[src/design/ntt_fifo.sv]
`timescale 1ns / 1ps
// ----------------------------------------------------------------------------
// ntt_fifo
// Small register queue that decouples the accepting side from the engine.
// ----------------------------------------------------------------------------
module ntt_fifo #(
	parameter int W     = 8,
	parameter int DEPTH = 2
) (
	input  logic         clk,
	input  logic         arst_n,
	input  logic         push,
	input  logic [W-1:0] wdata,
	output logic         full,
	input  logic         pop,
	output logic [W-1:0] rdata,
	output logic         empty
);

	localparam int PW   = (DEPTH > 1) ? $clog2(DEPTH) : 1;
	localparam int CNTW = $clog2(DEPTH + 1);

	logic [W-1:0]    mem_q [DEPTH];
	logic [PW-1:0]   wr_ptr_q, rd_ptr_q;
	logic [CNTW-1:0] cnt_q;
	logic            do_push, do_pop;

	assign full    = (cnt_q == CNTW'(DEPTH));
	assign empty   = (cnt_q == '0);
	assign do_push = push && !full;
	assign do_pop  = pop && !empty;
	assign rdata   = mem_q[rd_ptr_q];

	always_ff @(posedge clk or negedge arst_n) begin
		if (!arst_n) begin
			wr_ptr_q <= '0;
			rd_ptr_q <= '0;
			cnt_q    <= '0;
		end else begin
			if (do_push) begin
				wr_ptr_q <= (wr_ptr_q == PW'(DEPTH - 1)) ? '0 : wr_ptr_q + 1'b1;
			end
			if (do_pop) begin
				rd_ptr_q <= (rd_ptr_q == PW'(DEPTH - 1)) ? '0 : rd_ptr_q + 1'b1;
			end
			if (do_push && !do_pop) begin
				cnt_q <= cnt_q + 1'b1;
			end else if (do_pop && !do_push) begin
				cnt_q <= cnt_q - 1'b1;
			end
		end
	end

	always_ff @(posedge clk) begin
		if (do_push) begin
			mem_q[wr_ptr_q] <= wdata;
		end
	end

endmodule

[config.mk]
export PLATFORM = sky130hd
export DESIGN_NAME = ntt_fifo
export DESIGN_NICKNAME = d
export VERILOG_FILES = /design/src/design/ntt_fifo.sv
export SDC_FILE = /design/constraint.sdc
export NUM_CORES = 1
export LEC_CHECK = 0
export ABC_CLOCK_PERIOD_IN_PS = 1500
export BUFFER_PORTS_ARGS = -buffer_cell sky130_fd_sc_hd__buf_4
export CORE_MARGIN = 2
export CORE_UTILIZATION = 44
export DETAILED_ROUTE_END_ITERATION = 10
export PLACE_DENSITY = 0.81
export SETUP_SLACK_MARGIN = 0.02
export SKIP_LAST_GASP = 1
export SYNTH_ARGS = -nofsm -noshare
export SYNTH_HDL_FRONTEND = slang
export SYNTH_SLANG_ARGS = --single-unit
[constraint.sdc]
create_clock -name clk -period 1.5 [get_ports clk]
set_clock_uncertainty 0.15 [all_clocks]
set_input_delay 0.15 -clock clk [delete_from_list [all_inputs] [get_ports clk]]
set_output_delay 0.15 -clock clk [all_outputs]
set_load 0.05 [all_outputs]
==> out/metrics.yaml, run 1 <==
status:
  status: "complete, but fails checks"
  violations: "setup timing"
worst_setup_path:
  reg2regPathDepth: 5
  start_kind: "flip-flop"
  crit_fanout: 3
  timing.rr.start: "cnt_q[1]"
  cp-end-kind: "primary output"
  rr_endpoint: "cnt_q[1]"
  worstPathArrival_ps: 1330
  crit_required_ps: 1200
  rrSetupSlack_ps: 10
  crit_type: "reg -> out"
synth:
  synth_mux_area_frac: 0.115
  syn_area_um2: 782
  syn_inst: 44
  syn_nets: 57
  synth_seq_cells: 20
  ys_seq_area_frac: 0.742
  synth_xor_area_frac: 0.0656
  synth_area_leaders: "edfxtp_1 (61%), dfrtp_1 (13%), mux2_1 (8.6%), mux2_2 (2.9%), xnor2_1 (2.2%)"
  synth-compound-area-share: 0.00640
  synth_cell_type_count: 15
  yosysTopAreaCellShare: 0.614
  syn_avg_cell_area_um2: 17.8
  synthSimpleGateAreaFrac: 0.0384
  synth_top_area_cell: "edfxtp_1"
  ys.warnings.count: 0
  synthAdderAreaFrac: 0.0160
  synth_top_family_by_area: "multiplexers"
global_route:
  grt_max_degree: 12
  grt_pass1_wl_mm: 2.49
  grt_overflow: 0
  track_usage: 0.174
  antenna_found_initial: 0
  grt_pass1_vias: 556
finish:
  final_common_cell: "buf_4"
  layout_common_cells: "buf_4 (17), edfxtp_1 (16), buf_6 (14), dlygate4sd3_1 (9), mux2_4 (6)"
  drive_above_1_share: 0.596
  finalInstanceArea_um2: 1290
  diodes: 0
  final_util: 0.765
  syn_to_final_growth_pct: 65.3
  fill_cells: 112
  fin_nets: 103
clock_tree:
  h-tree-depth: 1
  numCtsBuffers: 3
  cts.clk_slew.worst_paths_ps: 110
  root_buffer: "clkbuf_4"
  cts.path.max_buffers: 2
  clock-sinks: 20
  cts_tree: "done"
  clk_latency_ps: 280
flow_run:
  cap_violations: 0
floorplanning:
  die_h_um: 46.2
  die_area_um2: 2130
  coreArea_um2: 1690
  pin_count: 22
  core.rowCount: 15
  dieWidth_um: 46.2
  start_util: 0.463
drt:
  drt.antenna.violating_nets: 0
  wl_mm: 1.73
  first_pass_iters: 4
  routed_via_density: 4.95
  drt-initial-drc-count: 8
  drcViolationCount: 0
  wire_per_inst_um: 16.3
  vias: 525
sta:
  relSlewSlack: 0.832
  fmax_mhz: 614
  finalHoldViolCount: 0
  fin_ws_ps: -130
  worstMarginPinSlew_ps: 252
  rsz0062_at_grt: "true"
  setup_viol: 8
  layout_min_cycle_time_ps: 1630
  slew_violations: 0
  finalCritPeriodShare: 1.09
min_path:
  hold_path_class: "in -> async"
placed_design:
  post-place-ws_ps: 17.0
  place_area_um2: 1020
  gp_congestion: 0.610
  port_buffers: 21
  dp_hpwl_mm: 1.04
power_and_ir_drop:
  powerDensity_nw_per_um2: 2150
  p_leak_nw: 0.557
  power.total_w: 0.00278
  peakVddDrop_v: 0.00130
## worst max-delay path by stage
| stage | from | end | slack, ps | depth (start not counted) |
|---|---|---|---|---|
| 6_report | rd_ptr_q | rdata[5] | -130 | 3 |
| 5_1_grt | rd_ptr_q | rdata[0] | -170 | 3 |
| 4_1_cts | rd_ptr_q | rdata[6] | -110 | 3 |
| 3_5_place_dp | cnt_q[0] | cnt_q[1] | 20 | 7 |
| 3_3_place_gp | rd_ptr_q | rdata[2] | 60 | 2 |
| 2_1_floorplan | cnt_q[0] | cnt_q[1] | 20 | 7 |
## flip-flops by register name, indices dropped and copies added, names as in the netlist
signal	flops
cnt_q	2
wr_ptr_q	1
mem_q	16
rd_ptr_q	1
## per-layer routing
metal	GRT usage	part of all wire	vias to the layer above
met5	0	0	-
met4	0.0343	0	0
met3	0.0353	0.031	0
met2	0.331	0.59	17
met1	0.198	0.38	259
li1	-	-	249
## layout make-up
cell class,instances,area [um2],area share
clock buffer,4,26.3,0.0203
inverter,2,7.51,0.00581
timing repair buffer,42,405,0.314
multi-input combinational,21,250,0.194
tap,17,21.3,0.0165
sequential,20,582,0.450
## Yosys cell counts (all sizes together)
cell type and number:
and3 1, buf 1, dfrtp 4, edfxtp 16, ha 1, inv 2
mux2 8, nand2 1, nand2b 1, nor2 3, o21ai 1, xnor2 3
xor2 2
## worst max-delay path, stage by stage (launching register included)
cell	delay (ps)
dfrtp_2	450
buf_4	150
mux2_4	290
buf_6	150
## per-stage QoR
stage / setup TNS [ps] / hold WS [ps] / std cells
5_1_grt: -1370 / 20.9 / 106
6_report: -933 / 32.7 / 106
4_1_cts: -797 / 28.9 / 104
3_3_place_gp: 0 / -199 / 87
3_5_place_dp: 0 / -198 / 87
2_1_floorplan: 0 / -296 / 44
## cells by family (layout without fill, tap and decap cells)
| kind of cell | count (synthesis) | in the layout |
|---|---|---|
| flops | 20 | 20 |
| mux | 8 | 8 |
| simple gates | 6 | 6 |
| xor+xnor | 5 | 5 |
| buf+inv | 3 | 48 |
| fa+ha+maj | 1 | 1 |
| compound gates | 1 | 1 |
## power breakdown
group | internal (W) | switching, W
Clock | 0.000103 | 0.000152
Sequential | 0.000779 | 0.000115
Combinational | 0.000789 | 0.000837
Total | 0.00167 | 0.00110
## what timing repair did
action,in CTS,in global routing
endpoints found under the hold margin,20,0
hold buffers,9,0
setup buffers,4,2
endpoints found under the setup margin,9,19
pin swaps,1,2
gates resized for setup,20,11
No activity file was read; power rests on OpenSTA's default activity.
==> inputs of run 2 (changes only) <==
PLACE_DENSITY = 0.75   (was 0.81)
==> out/metrics.yaml, run 2 (synthesized netlist as in run 1, its figures left out) <==
power_and_ir_drop:
  powerDensity_nw_per_um2: 2110
  peakVddDrop_v: 0.00160
  p_leak_nw: 0.533
worst_setup_path:
  cp-end-kind: "primary output"
  rrSetupSlack_ps: 30
  rr_endpoint: "cnt_q[1]"
  cp-endpoint: "rdata[7]"
  timing.rr.start: "cnt_q[0]"
  crit_fanout: 5
  worstPathArrival_ps: 1310
  cp-startpoint: "rd_ptr_q"
  crit_type: "reg -> out"
  crit_required_ps: 1200
  start_kind: "flip-flop"
  reg2regPathDepth: 7
global_route:
  grt_max_degree: 12
  grt_pass1_vias: 490
  track_usage: 0.155
  grt_pass1_wl_mm: 2.11
  antenna_found_initial: 0
  grt_overflow: 0
drt:
  first_pass_iters: 4
  wire_per_inst_um: 13.5
  drcViolationCount: 0
  wl_mm: 1.39
  drt.antenna.violating_nets: 0
  vias: 490
  drt-initial-drc-count: 1
  routed_via_density: 4.76
finish:
  post_layout_nonfiller_instances: 103
  final_common_cell: "buf_4"
  syn_to_final_growth_pct: 57.0
  diodes: 0
  seqCellArea_um2: 583
  layout_common_cells: "buf_4 (20), edfxtp_1 (16), dlygate4sd3_1 (9), buf_6 (9), mux2_4 (6)"
  multi_input_area_um2: 233
  drive_above_1_share: 0.570
  fill_cells: 108
  largest_register_ffs: 16
  finalInstanceArea_um2: 1230
  fin_nets: 100
  largest-register: "mem_q"
  reg_top3: "mem_q (16), cnt_q (2)"
clock_tree:
  clk_latency_ps: 290
  cts.path.max_buffers: 2
  clock-sinks: 20
  h-tree-depth: 1
  cts_tree: "done"
  root_buffer: "clkbuf_4"
  cts.clk_slew.worst_paths_ps: 100
  numCtsBuffers: 3
sta:
  relSlewSlack: 0.897
  slew_violations: 0
  finalHoldViolCount: 0
  fin_ws_ps: -106
  finalCritPeriodShare: 1.07
  setup_viol: 8
  rsz0062_at_grt: "true"
  worstMarginPinSlew_ps: 154
  fmax_mhz: 623
  layout_min_cycle_time_ps: 1610
status:
  violations: "setup timing"
  status: "complete, but fails checks"
min_path:
  hold_path_class: "in -> async"
placed_design:
  place_area_um2: 1020
  placed_cells: 87
  gp_congestion: 0.611
  dp_hpwl_um: 879
  post-place-ws_ps: 28.2
  port_buffers: 21
floorplanning:
  die_area_um2: 2130
  core.rowCount: 15
  coreArea_um2: 1690
  start_util: 0.463
  die_h_um: 46.2
  dieWidth_um: 46.2
  pin_count: 22
flow_run:
  cap_violations: 0
==> run 2: what timing repair did <==
item | in CTS | in global routing
hold buffers | 9 | 0
endpoints found under the setup margin | 9 | 10
endpoints found under the hold margin | 20 | 0
gates resized for setup | 22 | 1
pin swaps | 1 | 0
buffers inserted | 3 | 0
==> run 2: worst min path at each step <==
stage	start	end	slack, ps	cells after the start
detailed placement	arst_n	wr_ptr_q	-200	1
finish	arst_n	wr_ptr_q	30	2
CTS	arst_n	wr_ptr_q	20	2
global route	arst_n	cnt_q[1]	20	2
floorplan	arst_n	cnt_q[0]	-300	0
global placement	arst_n	wr_ptr_q	-200	1
==> run 2: report_power, final <==
part	total, W	switching [W]	internal (W)
registers	0.000875	0.0000933	0.000782
clock network	0.000240	0.000144	0.0000965
logic	0.00148	0.000796	0.000681
total	0.00259	0.00103	0.00156
==> run 2: per-stage QoR <==
stage          setup TNS (ps)  hold WS, ps  utilization  power (W)
2_1_floorplan               0         -296            -    0.00170
3_3_place_gp                0         -199        0.601    0.00205
3_5_place_dp                0         -198        0.601    0.00206
4_1_cts                  -845         19.5        0.726    0.00260
5_1_grt                 -1260         18.7        0.727    0.00273
6_report                 -759         34.5        0.727    0.00259
==> run 2: metal layers <==
metal,GRT usage,vias up,part of all wire
met1,0.156,227,0.41
met2,0.286,16,0.53
li1,-,245,-
met5,0,-,0
met4,0.103,0,0.014
met3,0.0235,2,0.040
==> run 2: critical path, cell delays in order (launching register included) <==
cell     delay, ps
dfrtp_2        380
buf_6          130
mux2_2         350
buf_6          160
==> run 2: final cells by class <==
class                      instances  share of cell area
timing repair buffer              39               0.291
tap                               17              0.0173
sequential                        20               0.475
clock buffer                       3              0.0183
inverter                           2             0.00612
clock inverter                     1             0.00306
multi-input combinational         21               0.190
==> inputs of run 3 (changes only) <==
CAP_MARGIN = 20   (was default)
CORE_UTILIZATION = 47   (was 44)
CTS_BUF_LIST = sky130_fd_sc_hd__clkbuf_4   (was default)
PLACE_DENSITY = 0.79   (was 0.75)
==> out/metrics.yaml, run 3 (synthesized netlist as in run 1, its figures left out) <==
sta:
  slew_violations: 0
  worstMarginPinSlew_ps: 222
  setup_viol: 8
  finalHoldViolCount: 0
  relSlewSlack: 0.852
  finalCritPeriodShare: 1.09
  layout_min_cycle_time_ps: 1640
  fin_ws_ps: -135
  fmax_mhz: 612
  rsz0062_at_grt: "true"
placed_design:
  post-place-ws_ps: 11.2
  place_area_um2: 1020
  dp_hpwl_um: 924
  port_buffers: 21
  placed_cells: 87
  gp_congestion: 0.734
power_and_ir_drop:
  peakVddDrop_v: 0.00138
  swShare: 0.395
  switchingPower_w: 0.00109
  combPwrFrac: 0.587
  pwr-share-seq: 0.323
  clkPwrFrac: 0.090
  p_int_w: 0.00167
  power.total_w: 0.00276
  p_leak_nw: 0.561
  powerDensity_nw_per_um2: 2140
finish:
  fill_cells: 79
  finalInstanceArea_um2: 1290
  syn_to_final_growth_pct: 64.5
  largest_register_ffs: 16
  drive_above_1_share: 0.604
  reg_top3: "mem_q (16), cnt_q (2)"
  final_util: 0.834
  final_common_cell: "buf_4"
  largest-register: "mem_q"
  diodes: 0
  layout_common_cells: "buf_4 (24), edfxtp_1 (16), dlygate4sd3_1 (9), buf_6 (9), mux2_4 (6)"
  post_layout_nonfiller_instances: 107
  fin_nets: 105
drt:
  drt-initial-drc-count: 8
  first_pass_iters: 4
  drt.antenna.violating_nets: 0
  wire_per_inst_um: 14.5
  vias: 506
  drcViolationCount: 0
  routed_via_density: 4.73
  wl_mm: 1.55
floorplanning:
  die_h_um: 44.8
  core.rowCount: 14
  die_area_um2: 2010
  coreArea_um2: 1540
  pin_count: 22
  start_util: 0.507
  dieWidth_um: 44.8
global_route:
  track_usage: 0.174
  grt_pass1_wl_mm: 2.39
  antenna_found_initial: 0
  grt_max_degree: 12
  grt_pass1_vias: 550
  grt_overflow: 0
worst_setup_path:
  start_kind: "flip-flop"
  critPathBufInv: 2
  crit_required_ps: 1200
  worstPathArrival_ps: 1340
  cp_cell_sequence: "buf_6, mux2_4, buf_8"
  slowest_stage: "dfrtp_2"
  crit_fanout: 4
  crit_type: "reg -> out"
  critPathTopFamily: "flip-flops"
  cp-end-kind: "primary output"
  critPathMaxStageDelay_ps: 440
clock_tree:
  cts.clk_slew.worst_paths_ps: 100
  clock-sinks: 20
  numCtsBuffers: 3
  h-tree-depth: 1
  cts_tree: "done"
  clk_latency_ps: 290
  root_buffer: "clkbuf_4"
  cts.path.max_buffers: 2
status:
  violations: "setup timing"
  status: "complete, but fails checks"
flow_run:
  cap_violations: 0
min_path:
  hold_path_class: "in -> async"
[run 3: changes by cell type in the layout (fill, tap and decap cells not counted)]
| cell | delta |
|---|---|
| ha_4 | +1 |
| ha_2 | -1 |
| inv_1 | -1 |
| nor2_2 | -1 |
| inv_2 | +1 |
| nor2_4 | +1 |
| buf_4 | +4 |
| buf_8 | +1 |
[run 3: area by class of cell]
class / count / area, um2 / share of cell area
Multi-Input combinational cell: 21 / 248 / 0.193
Inverter: 2 / 7.51 / 0.00584
Sequential cell: 20 / 583 / 0.453
Timing Repair Buffer: 44 / 402 / 0.312
Clock inverter: 1 / 3.75 / 0.00292
Tap cell: 16 / 20.0 / 0.0156
Clock buffer: 3 / 22.5 / 0.0175
[run 3: metal layers]
metal  vias to the layer above  GRT usage  share of wire
li1                        251          -              -
met1                       242      0.211           0.42
met2                        13      0.307           0.55
met3                         0     0.0280          0.027
met4                         0     0.0706              0
met5                         -          0              0
[run 3: timing repair]
action / CTS / global route
gates resized for setup: 20 / 6
hold endpoints to repair: 20 / 0
endpoints found under the setup margin: 9 / 18
hold buffers: 9 / 0
buffers inserted: 5 / 2
pin swaps: 1 / 1
[run 3: final timing paths]
check                               from  endpoint  slack, ps  cells after the start
worst min register to register  cnt_q[1]  cnt_q[1]        400                      1
worst max register to register  cnt_q[0]  cnt_q[1]         20                      7
worst max-delay path            rd_ptr_q  rdata[4]       -140                      3
worst min-delay path              arst_n  cnt_q[1]         30                      2
min in group clk                     pop  rd_ptr_q        100                      4
max in group asynchronous         arst_n  rd_ptr_q       1060                      2
[run 3: through the flow]
| stage | hold WS (ps) | TNS [ps] |
|---|---|---|
| floorplan | -296 | 0 |
| global placement | -202 | 0 |
| detailed placement | -201 | 0 |
| CTS | 20.9 | -939 |
| global route | 10.9 | -1420 |
| finish | 27.0 | -946 |
[run 3: power by group through the flow]
stage          Clock, W  Sequential (W)  Combinational (W)
2_1_floorplan         0        0.000856           0.000846
3_3_place_gp          0        0.000904            0.00115
3_5_place_dp          0        0.000913            0.00117
4_1_cts        0.000256        0.000873            0.00153
5_1_grt        0.000290        0.000903            0.00170
6_report       0.000248        0.000891            0.00162
